**config.mk**
```make
export PLATFORM = sky130hd
export DESIGN_NAME = tremolo_gain_modulator
export DESIGN_NICKNAME = d
export VERILOG_FILES = /design/src/hdl/tgm_pkg.sv /design/src/hdl/tremolo_gain_modulator.sv /design/src/hdl/tgm_mul.sv /design/src/hdl/tgm_phase.sv
export SDC_FILE = /design/constraint.sdc
export NUM_CORES = 1
export LEC_CHECK = 0
export BUFFER_PORTS_ARGS = -buffer_cell sky130_fd_sc_hd__buf_2
export CAP_MARGIN = 20
export CORE_ASPECT_RATIO = 0.8
export CORE_UTILIZATION = 50
export DETAILED_ROUTE_END_ITERATION = 10
export PLACE_DENSITY = 0.64
export SYNTH_ARGS = -nofsm -noshare
export SYNTH_HDL_FRONTEND = slang
export SYNTH_HIERARCHICAL = 1
export SYNTH_SLANG_ARGS = --single-unit
```
**constraint.sdc**
```tcl
create_clock -name clk -period 10.21 [get_ports clk]
set_clock_uncertainty 0.05 [all_clocks]
set_input_delay 2.042 -clock clk [delete_from_list [all_inputs] [get_ports clk]]
set_output_delay 2.042 -clock clk [all_outputs]
set_load 0.005 [all_outputs]
```
**src/hdl/tgm_pkg.sv**
```systemverilog
// Shared constants and types for the tremolo gain modulator.
`default_nettype none

package tgm_pkg;

  // Q1.15 unity and the operand width that holds it as a positive signed value
  localparam int Q_ONE = 32768;
  localparam int Q_OPW = 18;

  // Configuration register widths and reset values
  localparam int STEP_W      = 31;
  localparam int DEPTH_W     = 16;
  localparam int CFG_IDX_W   = 1;
  localparam int CFG_DATA_W  = 31;
  localparam logic [STEP_W-1:0]  STEP_RESET  = 31'd447392;
  localparam logic [DEPTH_W-1:0] DEPTH_RESET = 16'd16384;

  // Configuration register indexes
  typedef enum logic [CFG_IDX_W-1:0] {
    REG_PHASE_STEP = 1'b0,
    REG_DEPTH      = 1'b1
  } cfg_reg_t;

  // Control from the sequencer to the oscillator
  typedef struct packed {
    logic              advance;
    logic [STEP_W-1:0] step;
  } phase_ctrl_t;

endpackage

`default_nettype wire

```
**src/hdl/tremolo_gain_modulator.sv**
```systemverilog
// Top level: tremolo gain modulator with sequencer, shared multiplier and output register.
`default_nettype none

// The result is offered once the sequencer has passed ST_LFO, ST_GAIN and ST_OUT.
// The single registered multiplier forms x*(1-|x|), depth*lfo and sample*gain in
// turn, one product per cycle outside ST_OUT, in which it holds its last product.
// The input is taken again once the sequencer is back in idle; a held output
// stalls the final step only while the output register is still occupied.
// Reset: phase cleared, phase_step and depth at their defaults, output empty.

module tremolo_gain_modulator #(
  parameter int SAMPLE_BITS = 24,
  parameter int PHASE_BITS  = 32
) (
  input  wire logic clk,
  input  wire logic rst,

  // Input stream
  input  wire logic                            s_tvalid,
  output      logic                            s_tready,
  input  wire logic [((SAMPLE_BITS+7)/8)*8-1:0] s_tdata,  // [SAMPLE_BITS-1:0] sample_in

  // Output stream
  output      logic                            m_tvalid,
  input  wire logic                            m_tready,
  output      logic [((SAMPLE_BITS+7)/8)*8-1:0] m_tdata,  // [SAMPLE_BITS-1:0] sample_out

  // Configuration write channel
  input  wire logic                              cfg_valid,
  output      logic                              cfg_ready,
  input  wire logic [tgm_pkg::CFG_IDX_W-1:0]     cfg_index,
  input  wire logic [tgm_pkg::CFG_DATA_W-1:0]    cfg_data
);

  localparam int TDATA_W = ((SAMPLE_BITS+7)/8)*8;
  localparam int QW      = tgm_pkg::Q_OPW;
  // Operand A carries the sample, or a Q1.15 value with headroom
  localparam int A_W     = (SAMPLE_BITS > QW) ? SAMPLE_BITS : QW;
  localparam int B_W     = QW;
  localparam int P_W     = A_W + B_W;

  typedef enum logic [1:0] {
    ST_IDLE,  // waiting; on a transaction, issue x*(1-|x|)
    ST_LFO,   // form s and lfo, issue depth*lfo
    ST_GAIN,  // form gain, issue sample*gain
    ST_OUT    // scale the product and load the output register
  } state_t;

  state_t state;

  // Configuration registers
  logic [tgm_pkg::STEP_W-1:0]  phase_step;
  logic [tgm_pkg::DEPTH_W-1:0] depth;

  logic                          in_fire;
  logic                          out_free;
  logic signed [SAMPLE_BITS-1:0] sample;

  tgm_pkg::phase_ctrl_t phase_ctrl;
  logic signed [15:0]   x;

  // Oscillator arithmetic
  logic signed [16:0]   x_ext;
  logic [16:0]          ax;
  logic [16:0]          one_minus_ax;
  logic signed [16:0]   s;
  logic signed [17:0]   lfo_diff;
  logic [16:0]          lfo;
  logic [16:0]          depth_sat;
  logic [P_W-1:0]       prod_shr15;
  logic [16:0]          gain;
  logic signed [SAMPLE_BITS-1:0] y;

  // Shared multiplier
  logic                  mul_en;
  logic signed [A_W-1:0] mul_a;
  logic signed [B_W-1:0] mul_b;
  logic signed [P_W-1:0] prod;

  assign in_fire   = s_tvalid && s_tready;
  assign s_tready  = (state == ST_IDLE);
  assign out_free  = !m_tvalid || m_tready;
  assign cfg_ready = 1'b1;

  // Configuration writes; the user keeps the block idle while they arrive, which the block does not enforce
  always_ff @(posedge clk) begin
    if (rst) begin
      phase_step <= tgm_pkg::STEP_RESET;
      depth      <= tgm_pkg::DEPTH_RESET;
    end else if (cfg_valid && cfg_ready) begin
      case (tgm_pkg::cfg_reg_t'(cfg_index))
        tgm_pkg::REG_PHASE_STEP: phase_step <= cfg_data[tgm_pkg::STEP_W-1:0];
        tgm_pkg::REG_DEPTH:      depth      <= cfg_data[tgm_pkg::DEPTH_W-1:0];
        default: ;
      endcase
    end
  end

  // The phase is read for this sample in ST_IDLE, then advanced on the transaction
  assign phase_ctrl.advance = in_fire;
  assign phase_ctrl.step    = phase_step;

  tgm_phase #(
    .PHASE_BITS(PHASE_BITS)
  ) u_phase (
    .clk  (clk),
    .rst  (rst),
    .ctrl (phase_ctrl),
    .x    (x)
  );

  // |x| reaches 32768, so widen before negating
  assign x_ext        = 17'(x);
  assign ax           = x_ext[16] ? 17'(-x_ext) : 17'(x_ext);
  assign one_minus_ax = 17'(tgm_pkg::Q_ONE) - ax;

  // s = x*(1-|x|) >> 13, within -32768..32768
  assign s        = 17'(prod >>> 13);
  assign lfo_diff = 18'(tgm_pkg::Q_ONE) - 18'(s);
  // lfo_diff is never negative: halve by dropping the low bit
  assign lfo      = lfo_diff[17:1];

  // Saturate depth at full scale
  assign depth_sat = (depth > 16'(tgm_pkg::Q_ONE)) ? 17'(tgm_pkg::Q_ONE) : 17'(depth);

  assign prod_shr15 = P_W'(prod >>> 15);
  assign gain       = 17'(tgm_pkg::Q_ONE) - prod_shr15[16:0];
  assign y          = SAMPLE_BITS'(prod >>> 15);

  // Hold the final product while the sequencer is in ST_OUT
  assign mul_en = (state != ST_OUT);

  // Select multiplier operands for the step in progress
  always_comb begin
    case (state)
      ST_IDLE: begin
        mul_a = A_W'(x);
        mul_b = B_W'(one_minus_ax);
      end
      ST_LFO: begin
        mul_a = A_W'(depth_sat);
        mul_b = B_W'(lfo);
      end
      ST_GAIN: begin
        mul_a = A_W'(sample);
        mul_b = B_W'(gain);
      end
      default: begin
        mul_a = '0;
        mul_b = '0;
      end
    endcase
  end

  tgm_mul #(
    .A_W(A_W),
    .B_W(B_W)
  ) u_mul (
    .clk  (clk),
    .en   (mul_en),
    .a    (mul_a),
    .b    (mul_b),
    .prod (prod)
  );

  // Sequencer and output register
  always_ff @(posedge clk) begin
    if (rst) begin
      state    <= ST_IDLE;
      m_tvalid <= 1'b0;
    end else begin
      case (state)
        ST_IDLE: begin
          if (in_fire) begin
            state <= ST_LFO;
          end
          if (m_tready) begin
            m_tvalid <= 1'b0;
          end
        end
        ST_LFO: begin
          state <= ST_GAIN;
          if (m_tready) begin
            m_tvalid <= 1'b0;
          end
        end
        ST_GAIN: begin
          state <= ST_OUT;
          if (m_tready) begin
            m_tvalid <= 1'b0;
          end
        end
        ST_OUT: begin
          // Hold the final product until the output register frees up
          if (out_free) begin
            m_tvalid <= 1'b1;
            state    <= ST_IDLE;
          end
        end
        default: begin
          state <= ST_IDLE;
        end
      endcase
    end
  end

  // Payload registers
  always_ff @(posedge clk) begin
    if (in_fire) begin
      sample <= s_tdata[SAMPLE_BITS-1:0];
    end
    if (state == ST_OUT && out_free) begin
      m_tdata <= TDATA_W'(unsigned'(y));
    end
  end

  // An accepted sample starts the oscillator step next
  a_seq_start: assert property (@(posedge clk) disable iff (rst)
    in_fire |=> state == ST_LFO)
    else $error("sequencer did not start after an input transaction");

  // A finished product lands in the output register when it is free
  a_out_load: assert property (@(posedge clk) disable iff (rst)
    (state == ST_OUT) && out_free |=> m_tvalid && (state == ST_IDLE))
    else $error("result not loaded into the output register");

  // A held result is never overwritten
  a_out_hold: assert property (@(posedge clk) disable iff (rst)
    (state == ST_OUT) && !out_free |=> (state == ST_OUT) && $stable(m_tdata))
    else $error("held result overwritten");

  // The oscillator stays within Q1.15 unity
  a_lfo_range: assert property (@(posedge clk) disable iff (rst)
    (state == ST_LFO) |-> lfo <= 17'(tgm_pkg::Q_ONE))
    else $error("lfo out of range");

  a_gain_range: assert property (@(posedge clk) disable iff (rst)
    (state == ST_GAIN) |-> prod_shr15 <= P_W'(tgm_pkg::Q_ONE))
    else $error("depth*lfo out of range");

endmodule

`default_nettype wire

```
**src/hdl/tgm_mul.sv**
```systemverilog
// Shared registered signed multiplier.
`default_nettype none

module tgm_mul #(
  parameter int A_W = 24,
  parameter int B_W = 18
) (
  input  wire logic                      clk,
  input  wire logic                      en,
  input  wire logic signed [A_W-1:0]     a,
  input  wire logic signed [B_W-1:0]     b,
  output      logic signed [A_W+B_W-1:0] prod
);

  // Register the product when enabled and hold it otherwise;
  // consumers read it in the cycle after issue
  always_ff @(posedge clk) begin
    if (en) begin
      prod <= (A_W+B_W)'(a) * (A_W+B_W)'(b);
    end
  end

endmodule

`default_nettype wire

```
**src/hdl/tgm_phase.sv**
```systemverilog
// LFO phase accumulator and the Q1.15 oscillator coordinate.
`default_nettype none

module tgm_phase #(
  parameter int PHASE_BITS = 32
) (
  input  wire logic               clk,
  input  wire logic               rst,
  input  wire tgm_pkg::phase_ctrl_t ctrl,
  output      logic signed [15:0] x
);

  localparam int SUM_W = (PHASE_BITS > tgm_pkg::STEP_W) ? PHASE_BITS : tgm_pkg::STEP_W;

  logic [PHASE_BITS-1:0] phase;
  logic [SUM_W-1:0]      sum;

  assign sum = SUM_W'(phase) + SUM_W'(ctrl.step);

  // x = top16(phase) - 32768: flip the top bit
  assign x = {~phase[PHASE_BITS-1], phase[PHASE_BITS-2:PHASE_BITS-16]};

  always_ff @(posedge clk) begin
    if (rst) begin
      phase <= '0;
    end else if (ctrl.advance) begin
      phase <= sum[PHASE_BITS-1:0];
    end
  end

  // Hold the phase between accepted samples
  a_phase_hold: assert property (@(posedge clk) disable iff (rst)
    !ctrl.advance |=> $stable(phase))
    else $error("phase moved without an accepted sample");

  // Advance by exactly the step, wrapping
  a_phase_step: assert property (@(posedge clk) disable iff (rst)
    ctrl.advance |=> phase == $past(sum[PHASE_BITS-1:0]))
    else $error("phase advanced by the wrong amount");

  a_phase_reset: assert property (@(posedge clk)
    rst |=> phase == '0)
    else $error("phase not cleared by reset");

endmodule

`default_nettype wire

```
# --- After elaboration in Yosys (flattened, before gate mapping) ---
# Cells that the tools add are included.
totals:
  output_inout_bits: 27
  in_bits: 61
  romBits: 0
  latchBits: 0
  ff_bits: 169
  ram_bits: 0
  mem_count: 0
op_classes:
  muxes: 10
  n_mul: 1
  n_eq_ne: 7
  n_addsub: 5
  n_lt_le_gt_ge: 1
  shift: 0
  bitwise: 2
  n_reduce_logical: 10
  div_mod_pow: 0
ops:
  columns: ["op", "count"]
  rows:
  - ["case mux 24 bit (3 select lines)", 1]
  - ["case mux 17 bit (3 select lines)", 1]
  - ["multiplier 24 x 18 -> 39 bit", 1]
  - ["subtractor 16 x 17 -> 17 bit, first input constant", 2]
  - ["adder 32 x 31 -> 32 bit", 1]
  - ["subtractor 17 x 17 -> 18 bit, first input constant", 1]
  - ["two-way mux 17 bit", 1]
  - ["negation 16 -> 17 bit", 1]
  - ["> comparator 16 bit, second input constant", 1]
  - ["two-way mux 16 bit", 1]
  - ["case mux 2 bit (4 select lines)", 1]
  - ["AND reduction 2 bit", 4]
  - ["equality test 2 bit, second input constant", 2]
  - ["two-way mux 2 bit", 2]
  - ["inequality test 2 x 1 -> 1 bit, second input constant", 2]
  - ["inequality test 2 bit, second input constant", 2]
  - ["OR reduction 3 bit", 1]
  - ["equality test 2 x 1 -> 1 bit, second input constant", 1]
  - ["logical AND 1 bit", 2]
  - ["zero test 2 bit", 1]
  - ["two-way mux 1 bit", 2]
  - ["NOT 1 bit", 2]
  - ["case mux 1 bit (2 select lines)", 1]
  - ["zero test 1 bit", 1]
  - ["logical OR 1 bit", 1]

# --- Depth between registers and ports, before layout ---
depth:
  depth_word: 6
  depth_mapped: 36
  mapped_depth_nobuf: 32

# --- Cells and area by module ---
# The synthesis kept the hierarchy.
by_module_without_submodules:
  columns: ["mod", "instances", "area_per_inst_um2", "cells_each", "seq_area_each_um2"]
  rows:
  - ["tgm_mul", 1, 16767.3, 1812, 1261.2]
  - ["tremolo_gain_modulator", 1, 5158.7, 572, 2442.3]
  - ["tgm_phase", 1, 3015.4, 387, 640.6]

# --- Worst setup path after synthesis ---
# Ideal clock, no wire load.
synth_path:
  path_kind: "reg2reg"
  from: "reg u_phase.phase[16]"
  to: "reg, netlist name u_mul/prod[40]"
  slack_ns: 1.520
  arrival_ns: 8.361
  setup_time_ns: 0.279
  stages_incl_launch_ff: 31
  t_required_ns: 9.881
  period_less_slack_ns: 8.690
  path_cell_list: "dfxtp_1 -> buf_4 -> inv_1 -> ha_1 -> or4b_1 -> or3_4 -> mux2_4 -> a2111oi_4 -> o211ai_2 -> or3_1 -> a31oi_1 -> clkbuf_1 -> and2_1 -> fa_1 -> fa_1 -> fa_1 -> fa_1 -> fa_1 -> inv_1 -> fa_1 -> inv_1 -> ha_1 -> buf_4 -> a21o_1 -> a21o_1 -> a2111oi_2 -> nor2_1 -> o22ai_2 -> o21ai_1 -> nand4_1 -> o311ai_1"
synth_lines:
  columns: ["item", "line", "rtl"]
  rows:
  - ["start, declared", "tgm_phase.sv:15", "logic [PHASE_BITS-1:0] phase;"]
  - ["start signal, assigned", "tgm_phase.sv:27", "phase <= sum[PHASE_BITS-1:0];"]

# --- Final worst setup path ---
layout_path:
  from: "reg u_phase.phase[16]"
  to: "reg u_mul.prod[34] (data pin)"
layout_between:
  elab_chain_cells: 5
  elab_cells_between_ends: 6
layout_lines:
  columns: ["item", "line", "rtl"]
  rows:
  - ["negation 16 -> 17 bit", "tremolo_gain_modulator.sv:114", "assign ax = x_ext[16] ? 17'(-x_ext) : 17'(x_ext);"]
  - ["two-way mux 17 bit (*)", "tremolo_gain_modulator.sv:114", null]
  - ["subtractor 16 x 17 -> 17 bit (*)", "tremolo_gain_modulator.sv:115", "assign one_minus_ax = 17'(tgm_pkg::Q_ONE) - ax;"]
  - ["case mux 17 bit (3 select lines) (*)", "tremolo_gain_modulator.sv:135", "case (state)"]
  - ["net mul_b[16]", "tremolo_gain_modulator.sv:77", "logic signed [B_W-1:0] mul_b;"]
  - ["multiplier 24 x 18 -> 39 bit (*)", "tgm_mul.sv:19", "prod <= (A_W+B_W)'(a) * (A_W+B_W)'(b);"]
  - ["end signal, assigned", "tgm_mul.sv:19", null]
  - ["end, declared", "tgm_mul.sv:12", "output logic signed [A_W+B_W-1:0] prod"]
# Mark *: on every way through the listed nets, which the timed path passes. The rest lies on a longest branch.
# A chain may end at the register's enable or synchronous reset.

==> out/results.tsv <==
metric	value	unit
status	finished clean	
core	0.0470	sq mm
cp_max_fo	13	
portBuffers	86	
drive_gt1_share	7.96	%
vias	18422	
grt_max_degree	66	
antenna_found_initial	2	
die_w	246	microns
cts_tree	yes	
dp.final_hpwl	53.1	mm
ant_nets	0	
postCtsResizedCells	0	
drt_iter0_markers	1618	
gr-total-overflow	0	
setup_slack	572	ps
firstDrtPassIters	8	
start_util	50.6	%
fin_tns_setup	0	ps
pin_count	88	
final_cell_mix	inv_1 (519), nand2_1 (438), fa_1 (412), and2_1 (156), ha_1 (140)	
cts.sinks	156	
rows	71	
period_needed	9640	ps
cp.arrival	9780	ps
period_share	94.4	%
preCtsSetupSlack	718	ps
rsz0062_at_grt	no	
viasPerCell	5.52	
numCtsBuffers	17	
nets	3316	
hold_ws	384	ps
die_h	197	microns
max_slew_margin	28.6	%
cp-start-kind	flop	
design_area	0.0254	sq mm
synthCells	2684	
routed_wl	66.1	mm
root_buffer	clkbuf_16	
synth_warnings	6	
setup.worst_path.class	flop to flop	
cp.required	10350	ps
h-tree-depth	4	
clk_pin_slew	70	ps
max_slew.worst_pin.slew	1070	ps
syn_area_per_cell	8.87	sq um
avgRoutedWirePerCell	19.8	microns
min_path_type	flop to flop	
antenna_cells	0	
fmax	104	MHz
post_dp_cell_area	0.0248	sq mm
die-area	0.0485	sq mm
drc	0	
setup_violations	0	
gp_congestion	1.01	
grt_use_total	28.6	%
clkLatencyLatePin	450	ps
syn_area	0.0238	sq mm
hold_viol	0	
layout_commonest_cell	inv_1	
grt_pass1_vias	19110	
maxCapViolCount	0	
cts_max_path_buffers	2	
hold_buffers	0	
end_kind	flop	
grt_pass1_wl	106	mm
post_cts_buffers	0	
syn2layout_area_growth	6.74	%
final_max_slew_viol_count	0	
r2r_slack	570	ps
final timing paths:
path,start,end,cells past startpoint
hold / removal,u_mul/prod[33],m_tdata[18],0
hold reg to reg,u_mul/prod[33],m_tdata[18],0
setup reg to reg,u_phase/phase[16],u_mul/prod[34],27
setup / recovery,u_phase/phase[16],u_mul/prod[34],27
through the flow:
stage	cells	utilization, %
detailed placement	3302	52.8
global placement	3301	52.8
CTS	3334	54.0
global route	3335	54.1
finish	3335	54.1
floorplan	2690	-
metal layers:
layer	wire, microns	global-route usage (%)	part of all wire, %	vias to the layer above
met2	29700	44.1	45	653
met5	11	0	0.017	-
met4	998	5.68	1.5	2
met3	5130	4.90	7.8	66
li1	-	-	-	8386
met1	30200	42.3	46	9315
final cells by class:
| type | instances | area [sq um] |
|---|---|---|
| fillers | 4365 | 21600 |
| multi-input cells | 1866 | 17400 |
| flip-flops and latches | 156 | 3860 |
| inverters | 521 | 1960 |
| repair buffers | 140 | 843 |
| well taps | 620 | 776 |
| clock buffers | 19 | 443 |
| clock inverters | 13 | 130 |
sequential cells by signal, indices dropped and copies added (netlist names):
name / cells
state: 2
m_tvalid: 1
phase_step: 31
m_tdata: 24
depth: 16
sample: 24
u_phase/phase: 32
u_mul/prod: 26
critical path, cell delays in order (launching register included):
cell and delay, ps:
dfxtp_1 420, inv_1 100, ha_1 210, or4b_1 570, or3_4 380, mux2_4 320
a2111oi_4 450, o211ai_2 200, or3_1 410, a31oi_1 790, buf_4 320, and2_1 170
fa_1 450, fa_1 520, fa_1 530, fa_1 520, fa_1 560, inv_1 60
fa_1 530, inv_1 50, ha_1 390, a21o_1 220, a2111oi_2 410, nor2_1 110
o22ai_2 270, o21ai_1 90, a21oi_1 180, xnor2_1 80
Power is not shown: default switching activity piles up to over one toggle a cycle in this logic, so the estimate is an artifact.
